## src/design/gqsr_pkg.sv

```systemverilog
// Shared types, constants and grid tables for the grid qubit swap router.
// No dependencies; every other design file uses this package.
package gqsr_pkg;

    localparam int QUBIT_COUNT = 16;
    localparam int GRID_COLS   = 4;
    localparam int MAX_SWAPS   = 5;

    localparam int FW        = 4;                              // item field width
    localparam int PW        = $clog2(QUBIT_COUNT);            // position / index width
    localparam int GRID_ROWS = (QUBIT_COUNT + GRID_COLS - 1) / GRID_COLS;
    localparam int RW        = (GRID_ROWS > 1) ? $clog2(GRID_ROWS) : 1;
    localparam int CW        = $clog2(GRID_COLS);
    localparam int EW        = $clog2(QUBIT_COUNT + GRID_COLS + 1); // room for cur + cols
    localparam int NW        = $clog2(MAX_SWAPS + 1);
    localparam int QX        = ((PW > FW) ? PW : FW) + 1;
    localparam int RED_STEPS = (1 << FW) / QUBIT_COUNT;

    typedef logic [PW-1:0] t_pos;
    typedef logic [EW-1:0] t_posx;
    typedef logic [RW-1:0] t_row;
    typedef logic [CW-1:0] t_col;
    typedef logic [QUBIT_COUNT-1:0][RW-1:0] t_row_tab;
    typedef logic [QUBIT_COUNT-1:0][CW-1:0] t_col_tab;

    typedef enum logic [1:0] {
        KIND_SWAP  = 2'd0,
        KIND_DONE  = 2'd1,
        KIND_ERROR = 2'd2
    } t_kind;

    typedef struct packed {
        logic [FW-1:0] ctrl_logical;
        logic [FW-1:0] target_logical;
    } t_in_item;

    typedef struct packed {
        t_kind         kind;
        logic [FW-1:0] phys_a;
        logic [FW-1:0] phys_b;
        logic [FW-1:0] logical_a;
        logic [FW-1:0] logical_b;
        logic          was_direct;
        logic          last;
    } t_out_item;

    // controller -> datapath
    typedef struct packed {
        logic load_req;   // latch operands, read control position
        logic err_load;   // post equal-operand error result
        logic latch_cur;  // capture control position, read target position
        logic latch_dst;  // capture target position, clear swap count
        logic issue;      // capture next position, read its occupant
        logic step;       // commit one swap, post swap result
        logic finish;     // write back control, post done result
    } t_cmd;

    // datapath -> controller
    typedef struct packed {
        logic eq;         // reduced operands equal
        logic go;         // another swap step is due
        logic out_free;   // output register can take a result this cycle
    } t_sts;

    function automatic t_row_tab build_row_tab();
        t_row_tab t;
        int r;
        int c;
        r = 0;
        c = 0;
        for (int p = 0; p < QUBIT_COUNT; p++) begin
            t[p] = RW'(r);
            c++;
            if (c == GRID_COLS) begin
                c = 0;
                r++;
            end
        end
        return t;
    endfunction

    function automatic t_col_tab build_col_tab();
        t_col_tab t;
        int c;
        c = 0;
        for (int p = 0; p < QUBIT_COUNT; p++) begin
            t[p] = CW'(c);
            c++;
            if (c == GRID_COLS) begin
                c = 0;
            end
        end
        return t;
    endfunction

    localparam t_row_tab ROW_TAB = build_row_tab();
    localparam t_col_tab COL_TAB = build_col_tab();

    // logical index modulo qubit count by RED_STEPS conditional subtracts (one here)
    function automatic t_pos reduce_q(input logic [FW-1:0] v);
        logic [QX-1:0] t;
        t = QX'(v);
        for (int k = 0; k < RED_STEPS; k++) begin
            if (t >= QX'(QUBIT_COUNT)) begin
                t = t - QX'(QUBIT_COUNT);
            end
        end
        return t[PW-1:0];
    endfunction

    // position or index to a 4-bit item field (masked / zero extended)
    function automatic logic [FW-1:0] to_field(input t_pos p);
        logic [PW+FW-1:0] w;
        w = (PW+FW)'(p);
        return w[FW-1:0];
    endfunction

endpackage

```

## src/design/grid_qubit_swap_router_core.sv

```systemverilog
// Grid qubit swap router, top level: controller plus datapath.
// Depends on gqsr_pkg, gqsr_ctrl, gqsr_datapath (and gqsr_map_ram below it).

// The router keeps the logical-to-physical qubit map and its inverse for a
// row-major grid, both identity after reset (no clearing pass: per-entry
// valid bits). Each item names a control and a target logical qubit
// (indices reduced modulo the qubit count). While the control's physical
// place is not a grid neighbour of the target's, the control moves one
// step, rows first then columns, up to five steps; each step swaps the map
// entries and produces a swap result, and a done result with last set
// closes the request. Equal operands give a single error result and leave
// the maps alone. An equal-operand item is handled in its accept step alone;
// any other item goes through accept, control and target lookups, then an
// evaluate step and a partner read per swap, and a final evaluate. This
// order comes from the single registered read port on each map store.
// Output stalls hold the sequence once the result register is full. The
// next item can be taken in the cycle after the done result is posted, if
// the output register is then empty or that result is being read out.
module grid_qubit_swap_router_core (
    input  logic                i_clk,
    input  logic                i_rst_n,
    // request channel
    input  logic                i_in_valid,
    output logic                o_in_stall,
    input  gqsr_pkg::t_in_item  i_in_item,
    // result channel
    output logic                o_out_valid,
    input  logic                i_out_stall,
    output gqsr_pkg::t_out_item o_out_item
);

    gqsr_pkg::t_cmd cmd;
    gqsr_pkg::t_sts sts;

    // sequencer: owns the input handshake
    gqsr_ctrl u_ctrl (
        .i_clk      (i_clk),
        .i_rst_n    (i_rst_n),
        .i_in_valid (i_in_valid),
        .o_in_stall (o_in_stall),
        .i_sts      (sts),
        .o_cmd      (cmd)
    );

    // maps, step logic and the result register
    gqsr_datapath u_datapath (
        .i_clk       (i_clk),
        .i_rst_n     (i_rst_n),
        .i_in_item   (i_in_item),
        .i_cmd       (cmd),
        .o_sts       (sts),
        .i_out_stall (i_out_stall),
        .o_out_valid (o_out_valid),
        .o_out_item  (o_out_item)
    );

endmodule

```

## src/design/gqsr_map_ram.sv

```systemverilog
// Qubit map store: one write port, one registered read port, identity after reset.
// Per-entry valid bits stand in for the reset contents. Uses gqsr_pkg.
module gqsr_map_ram (
    input  logic             i_clk,
    input  logic             i_rst_n,
    input  logic             i_wen,
    input  gqsr_pkg::t_pos   i_waddr,
    input  gqsr_pkg::t_pos   i_wdata,
    input  gqsr_pkg::t_pos   i_raddr,
    output gqsr_pkg::t_pos   o_rdata
);

    gqsr_pkg::t_pos                   r_mem [gqsr_pkg::QUBIT_COUNT];
    logic [gqsr_pkg::QUBIT_COUNT-1:0] r_valid;
    gqsr_pkg::t_pos                   r_rd;
    gqsr_pkg::t_pos                   r_ra;
    logic                             r_rv;

    always_ff @(posedge i_clk) begin
        if (i_wen) begin
            r_mem[i_waddr] <= i_wdata;
        end
        r_rd <= r_mem[i_raddr];
        r_ra <= i_raddr;
        r_rv <= r_valid[i_raddr];
    end

    always_ff @(posedge i_clk) begin
        if (!i_rst_n) begin
            r_valid <= '0;
        end else if (i_wen) begin
            r_valid[i_waddr] <= 1'b1;
        end
    end

    // never-written entry reads as its own index
    assign o_rdata = r_rv ? r_rd : r_ra;

endmodule

```

## src/design/gqsr_datapath.sv

```systemverilog
// Router datapath: operand and position registers, step logic, both map stores,
// output register. Depends on gqsr_pkg and gqsr_map_ram.
module gqsr_datapath (
    input  logic                i_clk,
    input  logic                i_rst_n,
    input  gqsr_pkg::t_in_item  i_in_item,
    input  gqsr_pkg::t_cmd      i_cmd,
    output gqsr_pkg::t_sts      o_sts,
    input  logic                i_out_stall,
    output logic                o_out_valid,
    output gqsr_pkg::t_out_item o_out_item
);

    gqsr_pkg::t_pos      r_lc, r_lt, r_cur, r_dst, r_nxt;
    logic [gqsr_pkg::NW-1:0] r_n;
    logic                r_out_valid;
    gqsr_pkg::t_out_item r_out;

    gqsr_pkg::t_pos  in_lc, in_lt;
    gqsr_pkg::t_pos  l2p_raddr, l2p_waddr, l2p_wdata, l2p_rd;
    gqsr_pkg::t_pos  p2l_raddr, p2l_wdata, p2l_rd;
    logic            map_wen;

    gqsr_pkg::t_row  r1, r2, dr;
    gqsr_pkg::t_col  c1, c2, dc;
    gqsr_pkg::t_posx cur_x, up_x, col_x, nxt_x;
    logic            coupled, out_free;

    assign in_lc = gqsr_pkg::reduce_q(i_in_item.ctrl_logical);
    assign in_lt = gqsr_pkg::reduce_q(i_in_item.target_logical);

    // step toward target: rows first, columns when the row step leaves the grid
    always_comb begin
        r1    = gqsr_pkg::ROW_TAB[r_cur];
        c1    = gqsr_pkg::COL_TAB[r_cur];
        r2    = gqsr_pkg::ROW_TAB[r_dst];
        c2    = gqsr_pkg::COL_TAB[r_dst];
        dr    = (r1 > r2) ? (r1 - r2) : (r2 - r1);
        dc    = (c1 > c2) ? (c1 - c2) : (c2 - c1);
        coupled = ((dr == gqsr_pkg::RW'(1)) && (dc == '0)) ||
                  ((dr == '0) && (dc == gqsr_pkg::CW'(1)));
        cur_x = gqsr_pkg::EW'(r_cur);
        up_x  = cur_x + gqsr_pkg::EW'(gqsr_pkg::GRID_COLS);
        if (c1 < c2) begin
            col_x = cur_x + gqsr_pkg::EW'(1);
        end else if (c1 > c2) begin
            col_x = cur_x - gqsr_pkg::EW'(1);
        end else begin
            col_x = cur_x;
        end
        if (r1 < r2) begin
            nxt_x = (up_x >= gqsr_pkg::EW'(gqsr_pkg::QUBIT_COUNT)) ? col_x : up_x;
        end else if (r1 > r2) begin
            nxt_x = cur_x - gqsr_pkg::EW'(gqsr_pkg::GRID_COLS);
        end else begin
            nxt_x = col_x;
        end
    end

    assign out_free       = !r_out_valid || !i_out_stall;
    assign o_sts.eq       = (in_lc == in_lt);
    assign o_sts.go       = (r_n < gqsr_pkg::NW'(gqsr_pkg::MAX_SWAPS)) && !coupled &&
                            (nxt_x != cur_x) &&
                            (nxt_x < gqsr_pkg::EW'(gqsr_pkg::QUBIT_COUNT));
    assign o_sts.out_free = out_free;

    // l2p is read at operand lookup; written with the partner move on a
    // swap and with the control's final place at the end
    assign map_wen   = i_cmd.step || i_cmd.finish;
    assign l2p_raddr = i_cmd.load_req ? in_lc : r_lt;
    assign l2p_waddr = i_cmd.step ? p2l_rd : r_lc;
    assign l2p_wdata = r_cur;
    assign p2l_raddr = i_cmd.issue ? nxt_x[gqsr_pkg::PW-1:0] : r_nxt;
    assign p2l_wdata = i_cmd.step ? p2l_rd : r_lc;

    gqsr_map_ram u_l2p (
        .i_clk   (i_clk),
        .i_rst_n (i_rst_n),
        .i_wen   (map_wen),
        .i_waddr (l2p_waddr),
        .i_wdata (l2p_wdata),
        .i_raddr (l2p_raddr),
        .o_rdata (l2p_rd)
    );

    gqsr_map_ram u_p2l (
        .i_clk   (i_clk),
        .i_rst_n (i_rst_n),
        .i_wen   (map_wen),
        .i_waddr (r_cur),
        .i_wdata (p2l_wdata),
        .i_raddr (p2l_raddr),
        .o_rdata (p2l_rd)
    );

    always_ff @(posedge i_clk) begin
        if (i_cmd.load_req) begin
            r_lc <= in_lc;
            r_lt <= in_lt;
        end
        if (i_cmd.latch_cur) begin
            r_cur <= l2p_rd;
        end else if (i_cmd.step) begin
            r_cur <= r_nxt;
        end
        if (i_cmd.latch_dst) begin
            r_dst <= l2p_rd;
        end
        if (i_cmd.issue) begin
            r_nxt <= nxt_x[gqsr_pkg::PW-1:0];
        end
    end

    always_ff @(posedge i_clk) begin
        if (!i_rst_n) begin
            r_n <= '0;
        end else if (i_cmd.latch_dst) begin
            r_n <= '0;
        end else if (i_cmd.step) begin
            r_n <= r_n + gqsr_pkg::NW'(1);
        end
    end

    always_ff @(posedge i_clk) begin
        if (!i_rst_n) begin
            r_out_valid <= 1'b0;
        end else if (i_cmd.err_load || i_cmd.step || i_cmd.finish) begin
            r_out_valid <= 1'b1;
        end else if (!i_out_stall) begin
            r_out_valid <= 1'b0;
        end
    end

    always_ff @(posedge i_clk) begin
        if (i_cmd.err_load) begin
            r_out.kind       <= gqsr_pkg::KIND_ERROR;
            r_out.phys_a     <= '0;
            r_out.phys_b     <= '0;
            r_out.logical_a  <= gqsr_pkg::to_field(in_lc);
            r_out.logical_b  <= gqsr_pkg::to_field(in_lt);
            r_out.was_direct <= 1'b0;
            r_out.last       <= 1'b1;
        end else if (i_cmd.step) begin
            r_out.kind       <= gqsr_pkg::KIND_SWAP;
            r_out.phys_a     <= gqsr_pkg::to_field(r_cur);
            r_out.phys_b     <= gqsr_pkg::to_field(r_nxt);
            r_out.logical_a  <= gqsr_pkg::to_field(r_lc);
            r_out.logical_b  <= gqsr_pkg::to_field(p2l_rd);
            r_out.was_direct <= 1'b0;
            r_out.last       <= 1'b0;
        end else if (i_cmd.finish) begin
            r_out.kind       <= gqsr_pkg::KIND_DONE;
            r_out.phys_a     <= gqsr_pkg::to_field(r_cur);
            r_out.phys_b     <= gqsr_pkg::to_field(r_dst);
            r_out.logical_a  <= gqsr_pkg::to_field(r_lc);
            r_out.logical_b  <= gqsr_pkg::to_field(r_lt);
            r_out.was_direct <= (r_n == '0);
            r_out.last       <= 1'b1;
        end
    end

    assign o_out_valid = r_out_valid;
    assign o_out_item  = r_out;

endmodule

```

## src/design/gqsr_ctrl.sv

```systemverilog
// Router controller: one-hot sequencer for lookup, swap steps and completion.
// Talks to the datapath through gqsr_pkg command and status structs.
module gqsr_ctrl (
    input  logic           i_clk,
    input  logic           i_rst_n,
    input  logic           i_in_valid,
    output logic           o_in_stall,
    input  gqsr_pkg::t_sts i_sts,
    output gqsr_pkg::t_cmd o_cmd
);

    typedef enum logic [4:0] {
        S_IDLE   = 5'b00001,
        S_LOOK_C = 5'b00010,
        S_LOOK_T = 5'b00100,
        S_EVAL   = 5'b01000,
        S_READ   = 5'b10000
    } t_state;

    t_state r_state, n_state;
    logic   accept;

    assign o_in_stall = !((r_state == S_IDLE) && i_sts.out_free);
    assign accept     = i_in_valid && !o_in_stall;

    always_comb begin
        n_state = r_state;
        o_cmd   = '0;
        case (r_state)
            S_IDLE: begin
                if (accept) begin
                    o_cmd.load_req = 1'b1;
                    if (i_sts.eq) begin
                        o_cmd.err_load = 1'b1;
                    end else begin
                        n_state = S_LOOK_C;
                    end
                end
            end
            S_LOOK_C: begin
                o_cmd.latch_cur = 1'b1;
                n_state         = S_LOOK_T;
            end
            S_LOOK_T: begin
                o_cmd.latch_dst = 1'b1;
                n_state         = S_EVAL;
            end
            S_EVAL: begin
                if (i_sts.go) begin
                    o_cmd.issue = 1'b1;
                    n_state     = S_READ;
                end else if (i_sts.out_free) begin
                    o_cmd.finish = 1'b1;
                    n_state      = S_IDLE;
                end
            end
            S_READ: begin
                if (i_sts.out_free) begin
                    o_cmd.step = 1'b1;
                    n_state    = S_EVAL;
                end
            end
            default: begin
                n_state = S_IDLE;
            end
        endcase
    end

    always_ff @(posedge i_clk) begin
        if (!i_rst_n) begin
            r_state <= S_IDLE;
        end else begin
            r_state <= n_state;
        end
    end

endmodule

```

## config.mk

```make
export PLATFORM = sky130hd
export DESIGN_NAME = grid_qubit_swap_router_core
export DESIGN_NICKNAME = d
export VERILOG_FILES = /design/src/design/gqsr_pkg.sv /design/src/design/grid_qubit_swap_router_core.sv /design/src/design/gqsr_map_ram.sv /design/src/design/gqsr_datapath.sv /design/src/design/gqsr_ctrl.sv
export SDC_FILE = /design/constraint.sdc
export NUM_CORES = 1
export LEC_CHECK = 0
export ABC_AREA = 1
export BUFFER_PORTS_ARGS = -buffer_cell sky130_fd_sc_hd__buf_4
export CORE_MARGIN = 1.5
export CORE_UTILIZATION = 30
export DETAILED_ROUTE_END_ITERATION = 6
export SETUP_SLACK_MARGIN = 0.05
export SYNTH_ARGS = -nofsm -noshare
export SYNTH_HDL_FRONTEND = slang
export SYNTH_HIERARCHICAL = 1
export SYNTH_SLANG_ARGS = --single-unit
```

## constraint.sdc

```tcl
create_clock -name i_clk -period 3.89 [get_ports i_clk]
set_clock_uncertainty 0.15 [all_clocks]
set_input_delay 0 -clock i_clk [delete_from_list [all_inputs] [get_ports i_clk]]
set_output_delay 0 -clock i_clk [all_outputs]
set_load 0.1 [all_outputs]
```

### After elaboration in Yosys (flattened, before gate mapping)

Memory sizes are Yosys's and may differ from the RTL's. A register that Yosys moved wholly into a read port is not among the register bits.
Index checks and enable logic that the tools add are counted.

| cells by class | value |
|---|---|
| add/subtract/negate cells | 9 |
| multipliers | 0 |
| divide/modulo/power cells | 0 |
| magnitude comparators | 14 |
| equality and inequality tests | 14 |
| shift-type cells | 0 |
| mux-type cells | 54 |
| bitwise gates (word level) | 3 |
| reduce and logical (&&, ||, !) cells | 27 |

Operator list:

| cell | number |
|---|---|
| two-way mux 5 bit | 10 |
| two-way mux 4 bit | 11 |
| two-way mux 20 bit | 2 |
| OR 16 bit | 2 |
| less-than comparator 4 x 5 -> 1 bit, second input constant | 5 |
| one-hot mux 5 bit (5 select lines) | 1 |
| two-way mux 1 bit | 17 |
| two-way mux 2 bit | 8 |
| two-way mux 10 bit | 1 |
| logical AND 1 bit | 9 |
| binary-select mux 1 bit (select 4 bit) | 2 |
| demux 1 bit (select 4 bit) | 2 |
| >= comparator 4 x 1 -> 1 bit, second input constant | 2 |
| subtractor 2 bit | 4 |
| inequality test 2 x 1 -> 1 bit, second input constant | 3 |
| adder 4 x 1 -> 5 bit, second input constant | 1 |
| adder 4 x 3 -> 5 bit, second input constant | 1 |
| == test 5 x 1 -> 1 bit, second input constant | 1 |
| == test 5 x 2 -> 1 bit, second input constant | 1 |
| == test 5 x 3 -> 1 bit, second input constant | 1 |
| == test 5 x 4 -> 1 bit, second input constant | 1 |
| == test 5 bit, second input constant | 1 |
| >= comparator 5 bit, second input constant | 1 |
| logical OR 1 bit | 5 |
| 20 further kinds | 29 |

| storage, ports and cells | value |
|---|---|
| register bits | 87 |
| bits in latches | 0 |
| memory bits (writable) | 128 |
| ROM bits | 128 |
| memories kept | 6 |

Memories:

| name | depth | width | rd ports | clocked after Yosys merged registers in | write ports | RTL line | RTL |
|---|---|---|---|---|---|---|---|
| u_datapath.u_l2p.r_mem | 16 | 4 | 1 | 1 | 1 | gqsr_map_ram.sv:13 | `gqsr_pkg::t_pos r_mem [gqsr_pkg::QUBIT_COUNT];` |
| u_datapath.u_p2l.r_mem | 16 | 4 | 1 | 1 | 1 | gqsr_map_ram.sv:13 |  |
| (name not given) | 16 | 2 | 1 | 1 | 0 | gqsr_datapath.sv:35 | `c1 = gqsr_pkg::COL_TAB[r_cur];` |
| (name not given) | 16 | 2 | 1 | 1 | 0 | gqsr_datapath.sv:34 | `r1 = gqsr_pkg::ROW_TAB[r_cur];` |
| (name not given) | 16 | 2 | 1 | 1 | 0 | gqsr_datapath.sv:36 | `r2 = gqsr_pkg::ROW_TAB[r_dst];` |
| (name not given) | 16 | 2 | 1 | 1 | 0 | gqsr_datapath.sv:37 | `c2 = gqsr_pkg::COL_TAB[r_dst];` |

### Logic depth before layout (Yosys ltp)

| depth | value |
|---|---|
| depth after elaboration | 16 |
| depth in mapped cells | 24 |
| mapped depth without buffers | 22 |

### By module

Netlist, hierarchy kept.

Modules (own cells, without submodules):

| module | instances | cells each | area an instance (µm²) |
|---|---|---|---|
| gqsr_map_ram | 2 | 405 | 3,766.1 |
| gqsr_datapath | 1 | 304 | 2,623.8 |
| gqsr_ctrl | 1 | 61 | 356.6 |

### Least setup slack after synthesis

Ideal clock, no wire load.

| path | value |
|---|---|
| kind | register to register |
| from | register u_datapath.r_out_valid, in the netlist u_datapath/o_out_valid |
| to | register u_datapath.u_l2p.r_rv |
| library setup time | 0.113 ns |
| arrival time | 3.369 ns |
| data required time | 3.627 ns |
| setup slack | 0.258 ns |
| stages on the path, launching flop included | 16 |
| path buffers | 4 |
| path through | dfxtp_1 nand2_1 buf_4 nand2_1 nor2_1 nor2_1 a21oi_1 buf_4 inv_2 buf_6 buf_6 nand2_1 nand3_1 nand3_1 nand3_1 nand2_1 |

RTL lines:

| element | RTL line | RTL |
|---|---|---|
| from (decl) | gqsr_datapath.sv:16 | `logic r_out_valid;` |
| from (signal assigned) | gqsr_datapath.sv:126 | `r_out_valid <= 1'b0;` |
| from (signal assigned) | gqsr_datapath.sv:128 | `r_out_valid <= 1'b1;` |
| from (signal assigned) | gqsr_datapath.sv:130 | `r_out_valid <= 1'b0;` |
| to (signal assigned) | gqsr_map_ram.sv:25 | `r_rv <= r_valid[i_raddr];` |
| to (decl) | gqsr_map_ram.sv:17 | `logic r_rv;` |

==> flow_summary.ini <==
[status]
outcome = complete, no violations

[layout]
area_growth_pct = 16.6
diodes = 0
fill_cells = 3560
regArea_sq_mm = 0.00623
multiInputGateArea_sq_mm = 0.00318
fin_nets = 1266
final_layout_size_suffix_gt1_share_pct = 11.3

[power_and_ir_drop]
max-vdd-ir-drop_mv = 0.510
p_per_area_mw_per_mm2 = 632
power_uw = 7760
pwr-share-seq_pct = 39.2
leakagePower_uw = 0.00543
switching_share_pct = 36.9
clockPowerShare_pct = 28.8
p_int_uw = 4900
comb_power_share_pct = 32.1
power.switching_uw = 2860

[timing]
timing.hold.ws_ns = 0.0596
fmax_mhz = 276
finalSetupTns_ns = 0
finalCriticalPeriod_ns = 3.63
drv_slew = 0
final_hold_viol_count = 0
final.period_utilization_pct = 93.3
worstMarginPinSlew_ns = 0.818
slew_headroom_pct = 45.0
rsz0062_at_grt = no
setup_violations = 0

[floorplan]
rows = 68
initial_utilization_pct = 30.4
dieHeight_um = 190
io_pins = 34
dieWidth_um = 190
core_area_sq_mm = 0.0345
die_area_sq_mm = 0.0362

[critical_path]
path_class = reg -> reg
cpLargestDelayFamily = simple AND/OR/NAND/NOR gates
crit_path_max_fanout = 44
path_buf_inv = 6
cp_data_arrival_time_ns = 3.90
crit_top_cell = nand2_1
crit_path_start_kind = flip-flop
end_kind = flip-flop
critPathMaxStageDelay_ns = 0.44
cp_data_required_time_ns = 4.16
crit_chain = inv_1 > ha_1 > fa_1 > inv_2 > nand2_4 > o21ai_2 > inv_2 > nand2_1 > nor2_1 > nor3_2 > nand2_1 > inv_1 > inv_1 > a21oi_4 > buf_6 > nand2_1 > nand3_1 > nand3_1 > nand3_1 > nand2_1
cp_slowest_cell = fa_1

[routing]
avgViaCountPerCell = 4.49
wirelength_um = 24600
drc = 0
firstDrtPassIters = 5
wl_per_cell_um = 14.4
vias = 7690
drtIter0Drc = 562
drtAntennaViolNets = 0

[clocking]
htree_levels = 1
cts.path.max_buffers = 3
cts_buffers = 25
cts_tree = yes
path_clk_slew_ns = 0.06
clk_latency_ns = 0.53
ctsRootBufferMaster = clkbuf_16
clock_sinks = 235

[global_routing]
grt_pass1_vias = 7570
grt_first_pass_wirelength_um = 39500
grt_max_degree = 45
track_usage_pct = 13.8
antenna_found_initial = 0
overflow = 0

[synth]
ys.flop_type = edfxtp_1
synth_cell_types = 38
syn_inst = 1175
avgSynthCellArea_sq_um = 8.95
synth_seq_cells = 235
synth_edf_count = 152
ys_seq_area_share_pct = 59.2
syn-num-nets = 1202
yosysWarnings = 6
syn-cell-area_sq_mm = 0.0105
ys_async_sr_fraction_pct = 0

[placed_design]
gp_congestion = 0.869
io_buffer_count = 33
dp_hpwl_um = 16800

[min_path]
hp-class = in -> reg

[flow_run]
drv_cap = 0
-- stage by stage --
step | area, sq um | util [%] | worst slack, ns | instances
after floorplan | 10500 | - | 0.258 | 1175
after global placement | 11300 | 32.8 | 0.243 | 1653
after detailed placement | 11300 | 32.8 | 0.228 | 1653
after CTS | 12300 | 35.5 | 0.136 | 1713
after global routing | 12300 | 35.5 | 0.0356 | 1713
final | 12300 | 35.5 | 0.262 | 1713
-- power by group through the flow --
| stage | registers (uW) | logic (uW) | clock network, uW |
|---|---|---|---|
| 3_3_place_gp | 3090 | 2440 | 0 |
| 5_1_grt | 3060 | 2710 | 2400 |
| 2_1_floorplan | 3540 | 1350 | 0 |
| 6_report | 3040 | 2490 | 2230 |
| 3_5_place_dp | 3090 | 2440 | 0 |
| 4_1_cts | 3040 | 2480 | 2290 |
-- kinds of logic (layout without fill, tap and decap cells) --
| kind of cell | after synthesis | count (layout) | share of synthesized area (%) |
|---|---|---|---|
| buf+inv | 277 | 360 | 10.8 |
| flops | 235 | 235 | 59.2 |
| fa+ha+maj | 15 | 15 | 1.93 |
| mux | 9 | 9 | 0.964 |
| compound gates | 89 | 89 | 4.73 |
| xor+xnor | 4 | 4 | 0.333 |
| simple gates | 546 | 546 | 22.0 |
-- Yosys cell counts (3+ instances only) --
| library cell | n | area (sq um) |
|---|---|---|
| nand2_1 | 312 | 1170 |
| inv_1 | 224 | 841 |
| edfxtp_1 | 152 | 4560 |
| nand3_1 | 138 | 691 |
| dfxtp_1 | 83 | 1660 |
| nor2_1 | 69 | 259 |
| a21oi_1 | 40 | 200 |
| o21ai_1 | 21 | 105 |
| buf_2 | 14 | 70.1 |
| o21ai_0 | 14 | 70.1 |
| ha_1 | 13 | 163 |
| inv_2 | 13 | 48.8 |
| clkbuf_1 | 12 | 45.0 |
| nor3_1 | 11 | 55.1 |
| buf_6 | 9 | 101 |
| mux2_2 | 9 | 101 |
| nand2_2 | 4 | 25.0 |
| xnor2_1 | 4 | 35.0 |
| buf_4 | 3 | 22.5 |
| nand4_1 | 3 | 18.8 |
| o211ai_1 | 3 | 22.5 |
-- placed cells by master, fill, tap and decap left out, types with 2 or more instances in the layout --
cell / synthesis / routed
a21oi_1: 40 / 38
a21oi_4: 0 / 2
a31oi_1: 2 / 2
buf_4: 3 / 59
clkbuf_1: 12 / 7
clkbuf_16: 0 / 25
clkbuf_8: 0 / 5
clkinv_1: 2 / 2
clkinv_2: 0 / 6
clkinvlp_4: 0 / 2
dfxtp_1: 83 / 83
dlygate4sd3_1: 0 / 14
edfxtp_1: 152 / 152
fa_1: 2 / 2
ha_1: 13 / 13
inv_1: 224 / 224
inv_2: 13 / 12
inv_6: 0 / 2
mux2_2: 9 / 9
nand2_1: 312 / 312
nand2_2: 4 / 4
nand3_1: 138 / 138
nand4_1: 3 / 3
nor2_1: 69 / 68
nor2_2: 2 / 3
nor2_4: 2 / 2
nor3_1: 11 / 11
o211ai_1: 3 / 3
o21ai_0: 14 / 13
o21ai_1: 21 / 22
o21ai_2: 2 / 2
o221ai_2: 2 / 2
xnor2_1: 4 / 4
-- path summary, 6_finish.rpt --
| check | cells after the start | from | slack, ns | to |
|---|---|---|---|---|
| max | 20 | u_datapath/c1[0] | 0.26 | u_datapath/u_p2l/r_rd[2] |
| min reg2reg | 2 | u_datapath/u_l2p/r_valid[10] | 0.31 | u_datapath/u_l2p/r_valid[10] |
| min | 2 | i_in_item[1] | 0.06 | u_datapath/r_lt[1] |
| max reg2reg | 20 | u_datapath/c1[0] | 0.26 | u_datapath/u_p2l/r_rd[2] |
-- state kept, by name (all words and copies together), names as in the netlist, 5 cells and up --
register and flops:
u_datapath/u_l2p/r_valid 16, u_datapath/u_p2l/r_mem 64, u_datapath/u_l2p/r_mem 64, u_datapath/o_out_item 20, u_datapath/u_p2l/r_valid 16, u_ctrl/r_state 5
-- metal layers --
metal  share of wire, %  track usage [%]
met1                 46             18.2
met2                 48             23.5
met3                4.5             2.05
met4                1.8             3.48
met5                  0                0
-- worst register-to-register path, cell delays in order, from the launching register on --
cell and delay, ns:
dfxtp_1 0.34, inv_1 0.05, ha_1 0.20, fa_1 0.44, inv_2 0.12, nand2_4 0.09
o21ai_2 0.13, inv_2 0.04, nand2_1 0.07, nor2_1 0.05, nor3_2 0.23, nand2_1 0.13
inv_1 0.19, inv_1 0.12, a21oi_4 0.23, buf_6 0.34, nand2_1 0.14, nand3_1 0.09
nand3_1 0.15, nand3_1 0.14, nand2_1 0.07
-- area by class of cell --
class                   count  share of cell area (%)
multi-input cells         663                    25.9
inverters                 239                    7.36
well taps                 455                    4.64
repair buffers             75                    5.01
clock buffers              37                    5.88
clock inverters             9                   0.439
flip-flops and latches    235                    50.8
-- timing repair --
action | in CTS | in global routing
hold endpoints to repair | 47 | 0
setup buffers | 0 | 0
setup endpoints to repair | 0 | 9
hold buffers | 14 | 0
gates resized for setup | 0 | 5
(Power assumes the default switching activity.)
